**config.mk**
```make
export PLATFORM = sky130hd
export DESIGN_NAME = bpa_ctrl
export DESIGN_NICKNAME = d
export VERILOG_FILES = /design/src/bpa_pkg.sv /design/src/bpa_ctrl.sv
export SDC_FILE = /design/constraint.sdc
export NUM_CORES = 1
export LEC_CHECK = 0
export BUFFER_PORTS_ARGS = -buffer_cell sky130_fd_sc_hd__buf_2
export CORE_AREA = 2 2 39 41
export DETAILED_ROUTE_END_ITERATION = 12
export DIE_AREA = 0 0 41 43
export PLACE_DENSITY_LB_ADDON = 0.12
export REMOVE_ABC_BUFFERS = 1
export SLEW_MARGIN = 40
export SYNTH_ARGS = -nofsm -noshare
export SYNTH_HDL_FRONTEND = slang
export SYNTH_SLANG_ARGS = --single-unit
export TNS_END_PERCENT = 50
```
**constraint.sdc**
```tcl
create_clock -name clock -period 1.3 [get_ports clock]
set_input_delay 0.26 -clock clock [delete_from_list [all_inputs] [get_ports clock]]
set_output_delay 0.26 -clock clock [all_outputs]
set_load 0.1 [all_outputs]
```
**src/bpa_pkg.sv**
```systemverilog
// bpa_pkg: shared widths, request and status codes, controller/datapath bundles
// for the bitmap page allocator; no dependencies

package bpa_pkg;

   localparam int MODE_W = 3;
   localparam int PIDX_W = 12;
   localparam int ADDR_W = 32;
   localparam int STAT_W = 2;
   localparam int CNT_W  = 13;
   localparam int BYTE_W = 8;
   localparam int CSR_AW = 4;
   localparam int CSR_DW = 32;

   // request modes
   localparam logic [MODE_W-1:0] MODE_CLEAR     = 3'd0;
   localparam logic [MODE_W-1:0] MODE_MARK      = 3'd1;
   localparam logic [MODE_W-1:0] MODE_ALLOC     = 3'd2;
   localparam logic [MODE_W-1:0] MODE_ALLOC_RSV = 3'd3;
   localparam logic [MODE_W-1:0] MODE_FREE      = 3'd4;

   // result status codes
   localparam logic [STAT_W-1:0] ST_OK    = 2'd0;
   localparam logic [STAT_W-1:0] ST_NONE  = 2'd1;
   localparam logic [STAT_W-1:0] ST_RANGE = 2'd2;

   // register indexes (paddr[3:2])
   localparam logic [1:0] REG_BASE    = 2'd0;
   localparam logic [1:0] REG_PAGES   = 2'd1;
   localparam logic [1:0] REG_RESERVE = 2'd2;

   localparam logic [CNT_W-1:0] PAGE_COUNT_RST = 13'd4096;

   typedef struct packed {
      logic load;
      logic decode;
      logic sweep;
      logic rd_target;
      logic wr_target;
      logic search_issue;
      logic search_take;
      logic search_none;
      logic rsp_load;
   } bpa_cmd_type;

   typedef struct packed {
      logic [MODE_W-1:0] mode;
      logic dec_ok;
      logic dec_empty;
      logic sweep_last;
      logic issue_done;
      logic hit;
      logic chk_vld;
      logic rsp_free;
   } bpa_sts_type;

endpackage

```
**src/bpa_ctrl.sv**
```systemverilog
// bpa_ctrl: sequencing state machine of the bitmap page allocator
// depends on bpa_pkg; drives bpa_datapath through bpa_cmd_type

module bpa_ctrl import bpa_pkg::*; (
   input  logic        clock,
   input  logic        reset,
   input  logic        req_valid,
   output logic        req_ready,
   output bpa_cmd_type cmd,
   input  bpa_sts_type sts
);

   localparam logic [2:0] S_INIT   = 3'd0;
   localparam logic [2:0] S_IDLE   = 3'd1;
   localparam logic [2:0] S_DECODE = 3'd2;
   localparam logic [2:0] S_CLEAR  = 3'd3;
   localparam logic [2:0] S_RD     = 3'd4;
   localparam logic [2:0] S_WR     = 3'd5;
   localparam logic [2:0] S_SEARCH = 3'd6;
   localparam logic [2:0] S_RESP   = 3'd7;

   logic [2:0] state_ff;
   logic [2:0] state_in;
   logic       accept;

   assign accept = req_valid && req_ready;

   always_comb begin
      cmd       = '0;
      req_ready = 1'b0;
      state_in  = state_ff;
      case (state_ff)
         S_INIT: begin
            cmd.sweep = 1'b1;
            if (sts.sweep_last) begin
               state_in = S_IDLE;
            end
         end
         S_IDLE: begin
            req_ready = 1'b1;
            if (req_valid) begin
               cmd.load = 1'b1;
               state_in = S_DECODE;
            end
         end
         S_DECODE: begin
            cmd.decode = 1'b1;
            case (sts.mode)
               MODE_CLEAR: state_in = S_CLEAR;
               MODE_MARK, MODE_FREE: state_in = sts.dec_ok ? S_RD : S_RESP;
               MODE_ALLOC, MODE_ALLOC_RSV: state_in = sts.dec_empty ? S_RESP : S_SEARCH;
               default: state_in = S_RESP;
            endcase
         end
         S_CLEAR: begin
            cmd.sweep = 1'b1;
            if (sts.sweep_last) begin
               state_in = S_RESP;
            end
         end
         S_RD: begin
            cmd.rd_target = 1'b1;
            state_in      = S_WR;
         end
         S_WR: begin
            cmd.wr_target = 1'b1;
            state_in      = S_RESP;
         end
         S_SEARCH: begin
            if (sts.hit) begin
               cmd.search_take = 1'b1;
               state_in        = S_RESP;
            end else if (!sts.issue_done) begin
               cmd.search_issue = 1'b1;
            end else if (!sts.chk_vld) begin
               cmd.search_none = 1'b1;
               state_in        = S_RESP;
            end
         end
         S_RESP: begin
            if (sts.rsp_free) begin
               cmd.rsp_load = 1'b1;
               state_in     = S_IDLE;
            end
         end
         default: state_in = S_INIT;
      endcase
   end

   always_ff @(posedge clock) begin
      if (reset) begin
         state_ff <= S_INIT;
      end else begin
         state_ff <= state_in;
      end
   end

   a_accept_decodes: assert property (@(posedge clock) disable iff (reset)
      accept |=> state_ff == S_DECODE)
      else $error("accepted transaction not decoded next cycle");

   a_rsp_slot_free: assert property (@(posedge clock) disable iff (reset)
      cmd.rsp_load |-> sts.rsp_free)
      else $error("result loaded over a pending transaction");

   a_take_on_hit: assert property (@(posedge clock) disable iff (reset)
      cmd.search_take |-> sts.hit && sts.chk_vld)
      else $error("search took a byte without a free page");

   a_rmw_order: assert property (@(posedge clock) disable iff (reset)
      cmd.wr_target |-> $past(cmd.rd_target))
      else $error("bitmap update without a preceding read");

endmodule

```
### Word level (Yosys, flattened, before mapping)

Index checks and enable logic that the tools add are counted.

| word-level totals | value |
|---|---|
| register bits | 3 |
| input port bits | 13 |

| cells by class | value |
|---|---|
| equal/unequal tests | 17 |
| mux-type cells | 27 |
| reductions and logical operators | 6 |

Operators by type and width:

| kind | count |
|---|---|
| $mux W3 | 8 |
| $pmux W3 S8 | 1 |
| $mux W1 | 16 |
| $eq A3 B3 Y1 const B | 5 |
| $eq A3 B2 Y1 const B | 4 |
| $pmux W3 S3 | 1 |
| $ne A2 B2 Y1 const B | 4 |
| $eq A3 B1 Y1 const B | 2 |
| $logic_not A3 Y1 | 2 |
| $ne A3 B3 Y1 const B | 2 |
| $reduce_and A6 Y1 | 1 |
| $reduce_or A2 Y1 | 3 |
| $mux W2 | 1 |

### Logic depth before layout (Yosys ltp)

| depth | value |
|---|---|
| depth after elaboration | 4 |
| gate-level depth with buffers | 5 |
| mapped depth without buffers | 4 |

### Worst setup path before layout

No wires, ideal clock.

| timing | value |
|---|---|
| kind | register -> output |
| start point | register state_ff[1] |
| end point | output port cmd[1] (netlist bit) |
| arrival time | 3.052 ns |
| data required time | 1.040 ns |
| slack | -2.012 ns |
| cell stages (with the launch flop) | 5 |
| cell sequence | dfxtp_1 > buf_6 > nand2_2 > or3_4 > nor3b_1 |

RTL lines:

| what | RTL line | text |
|---|---|---|
| from (decl) | bpa_ctrl.sv:22 | `logic [2:0] state_ff;` |
| from (signal assigned) | bpa_ctrl.sv:94 | `state_ff <= state_in;` |
| to (decl) | bpa_ctrl.sv:9 | `output bpa_cmd_type cmd,` |

==> flow_summary_export.csv <==
group,metric,value,unit
outcome,status,"finished with violations",
outcome,violations,"negative setup slack",
critical_path,regToRegSetupSlack,-0.08,ns
logic_synthesis,ys_top_cells_by_area,"dfxtp_1 (18%), nor2_1 (8.8%), nor3b_1 (6.6%), xor2_1 (5.1%), nand3_1 (4.4%)",
final_layout,top_register,"state_ff",
run,maxCapViolations,0,
sta,post-route-min-period,1.69,ns
routing,ant_nets,0,
placed_design,placed_cells,94,
floorplanning,num_rows,14,
grt,grt.total_usage,14.7,%
final_layout,multiInputGateArea,332,um2
sta,tightest_slew,0.541,ns
final_layout,final_cells,102,
routing,drc,0,
critical_path,worstPathRequired,1.04,ns
grt,grt-ovfl-total,0,
pwr,peakVddDrop,0.000480,V
worst_hold_path,hold_class,"in2reg",
sta,fin_worst_skew,0.00472,ns
sta,whs,0.231,ns
critical_path,reg2reg_to,"state_ff[1]$_SDFFE_PP0P_",
critical_path,crit_fanout,3,
logic_synthesis,synthDistinctLibCells,29,
clocking,clk_latency,0.25,ns
final_layout,antenna_cells,0,
routing,initialDrtViolationCount,5,
logic_synthesis,synth-seq-cells,3,
logic_synthesis,syn_inst,49,
pwr,p_total,872,uW
clocking,clock_tree.root_cell,"clkbuf_4",
final_layout,fill_cells,122,
logic_synthesis,yosys.area.top_type_share,17.6,%
logic_synthesis,synth_top_family_by_area,"simple AND/OR/NAND/NOR gates",
routing,via_per_inst,4.99,
logic_synthesis,synthAdderAreaFrac,0,%
floorplanning,ios,23,
grt,antenna_found_initial,0,
logic_synthesis,syn_area,342,um2
logic_synthesis,yosysSeqAreaShare,17.6,%
final_layout,largest_reg_flops,3,
logic_synthesis,synthMuxAreaShare,0,%
sta,slew_violations,0,
clocking,cts_tree,"done",
grt,grt_pass1_wl,1710,um
critical_path,arrival,1.43,ns
clocking,clock-sinks,3,
clocking,postCtsHoldBufs,0,
worst_hold_path,hold_depth,2,
routing,dr_total_vias,509,
final_layout,regArea,62.6,um2
critical_path,crit_path_start_kind,"flip-flop",
logic_synthesis,synth_edf_count,0,
logic_synthesis,synth-async-reset-ratio,0,%
logic_synthesis,synth_xor_area_share,5.13,%
routing,wl_per_cell,12.4,um
critical_path,crit_end,"cmd[1]",
clocking,clk_pin_slew,0.04,ns
floorplanning,initial_core_util,24.7,%
grt,grt_max_degree,16,
critical_path,reg2reg_from,"state_ff[1]$_SDFFE_PP0P_",
sta,layout_setup_ws,-0.390,ns
sta,rsz0062_at_grt,"true",
grt,grt_pass1_vias,428,
clocking,numCtsBuffers,3,
logic_synthesis,synth-compound-area-share,27.8,%
final_layout,fin_nets,100,
floorplanning,fp.dieH,43,um
worst_hold_path,hold_start,"reset",
pwr,leakagePower,0.000359,uW
final_layout,reg_top3,"state_ff (3)",
routing,dr.pass1.iters,4,
floorplanning,die_area,0.00176,mm2
logic_synthesis,synth.most_common_cell,"nor2_1",
critical_path,worstRegToRegCells,7,
logic_synthesis,synth_common_cells,"nor2_1 (8), dfxtp_1 (3), inv_1 (3), nand3_1 (3), nor3b_1 (3)",
final_layout,drive_gt1_share,68.6,%
sta,hold_viol,0,
critical_path,critPathKind,"reg2out",
routing,totalWireLength,1270,um
sta,slew_headroom,63.5,%
critical_path,end_kind,"output pin",
critical_path,startpoint,"state_ff[1]$_SDFFE_PP0P_",
floorplanning,die_x,41,um
sta,finalSetupViolCount,12,
sta,timing.fmax,592,MHz
placed_design,post-dp-hpwl,748,um
placed_design,routabilityCongestion,0.695,
placed_design,port_buffers,22,
final_layout,design_area,828,um2
clocking,clock_path_buffers,2,
pwr,power.density,1050,mW/mm2
floorplanning,core-area,0.00138,mm2
final_layout,syn2layout_area_growth,142,%
logic_synthesis,synthSimpleGateAreaFrac,40.3,%
logic_synthesis,yosysTopAreaCell,"dfxtp_1",
clocking,htreeDepth,1,
logic_synthesis,synth_ff_type,"dfxtp_1",
logic_synthesis,yosysWarnings,0,
placed_design,dp_slack,-0.210,ns
sta,fin_crit_sh,130,%
logic_synthesis,syn_area_per_cell,6.97,um2
placed_design,dpl-instance-area,677,um2
[worst max-delay path, stage by stage, from the launching register on]
cell and delay [ns]:
dfxtp_2 0.33, nand2_2 0.05, or3_4 0.34, nor3b_2 0.16
buf_4 0.14, buf_12 0.16
[power breakdown]
group	total (uW)	internal [uW]	switching (uW)
combinational	580	227	354
sequential	113	106	7.21
clock	179	116	62.7
total	872	449	423
[metrics by stage]
step	TNS [ns]	utilization (%)
after floorplan	-13.80	-
after global placement	-0.369	48.9
after detailed placement	-0.346	48.9
after CTS	-2.39	56.0
after global routing	-3.89	59.9
final	-3.30	59.9
[routing by layer]
metal	GRT usage, %	wire [um]
met5	0	0
met4	12.0	78
met3	3.66	95
met2	19.7	577
met1	18.9	515
[cells by family after synthesis]
kind of cell,after synthesis
buffers and inverters,6
DFF,3
AOI/OAI and AO/OA,13
xor gates and xnor gates,2
and+or+nand+nor,25
[final cells by class]
class	count	share of cell area (%)
clock buffers	4	3.17
well taps	16	2.42
flip-flops and latches	3	7.55
inverters	3	1.66
multi-input cells	40	40.0
repair buffers	36	45.2
[how the worst min path moves through the flow]
stage | endpoint
after floorplan | state_ff[2]$_SDFFE_PP0P_
after global placement | state_ff[2]$_SDFFE_PP0P_
after detailed placement | state_ff[2]$_SDFFE_PP0P_
after CTS | state_ff[2]$_SDFFE_PP0P_
after global routing | state_ff[2]$_SDFFE_PP0P_
final | state_ff[2]$_SDFFE_PP0P_
[cells in the final DEF (no fill, tap or decap), types with 2 or more instances in the layout]
cell type	instances
buf_2	13
buf_4	11
buf_12	10
nor2_1	5
nor3b_2	3
clkbuf_4	3
nor2_4	2
and3_4	2
inv_1	2
nand3_1	2
a21oi_1	2
nor2b_1	2
nand2b_1	2
dfxtp_2	2
[repair_timing]
| item | CTS | global route |
|---|---|---|
| setup endpoints to repair | 10 | 11 |
| pin swaps | 4 | 2 |
| cloned | 1 | 0 |
| buffers inserted | 1 | 2 |
| hold endpoints to repair | 0 | 0 |
| gates resized for setup | 16 | 8 |
(Power assumes the default switching activity.)
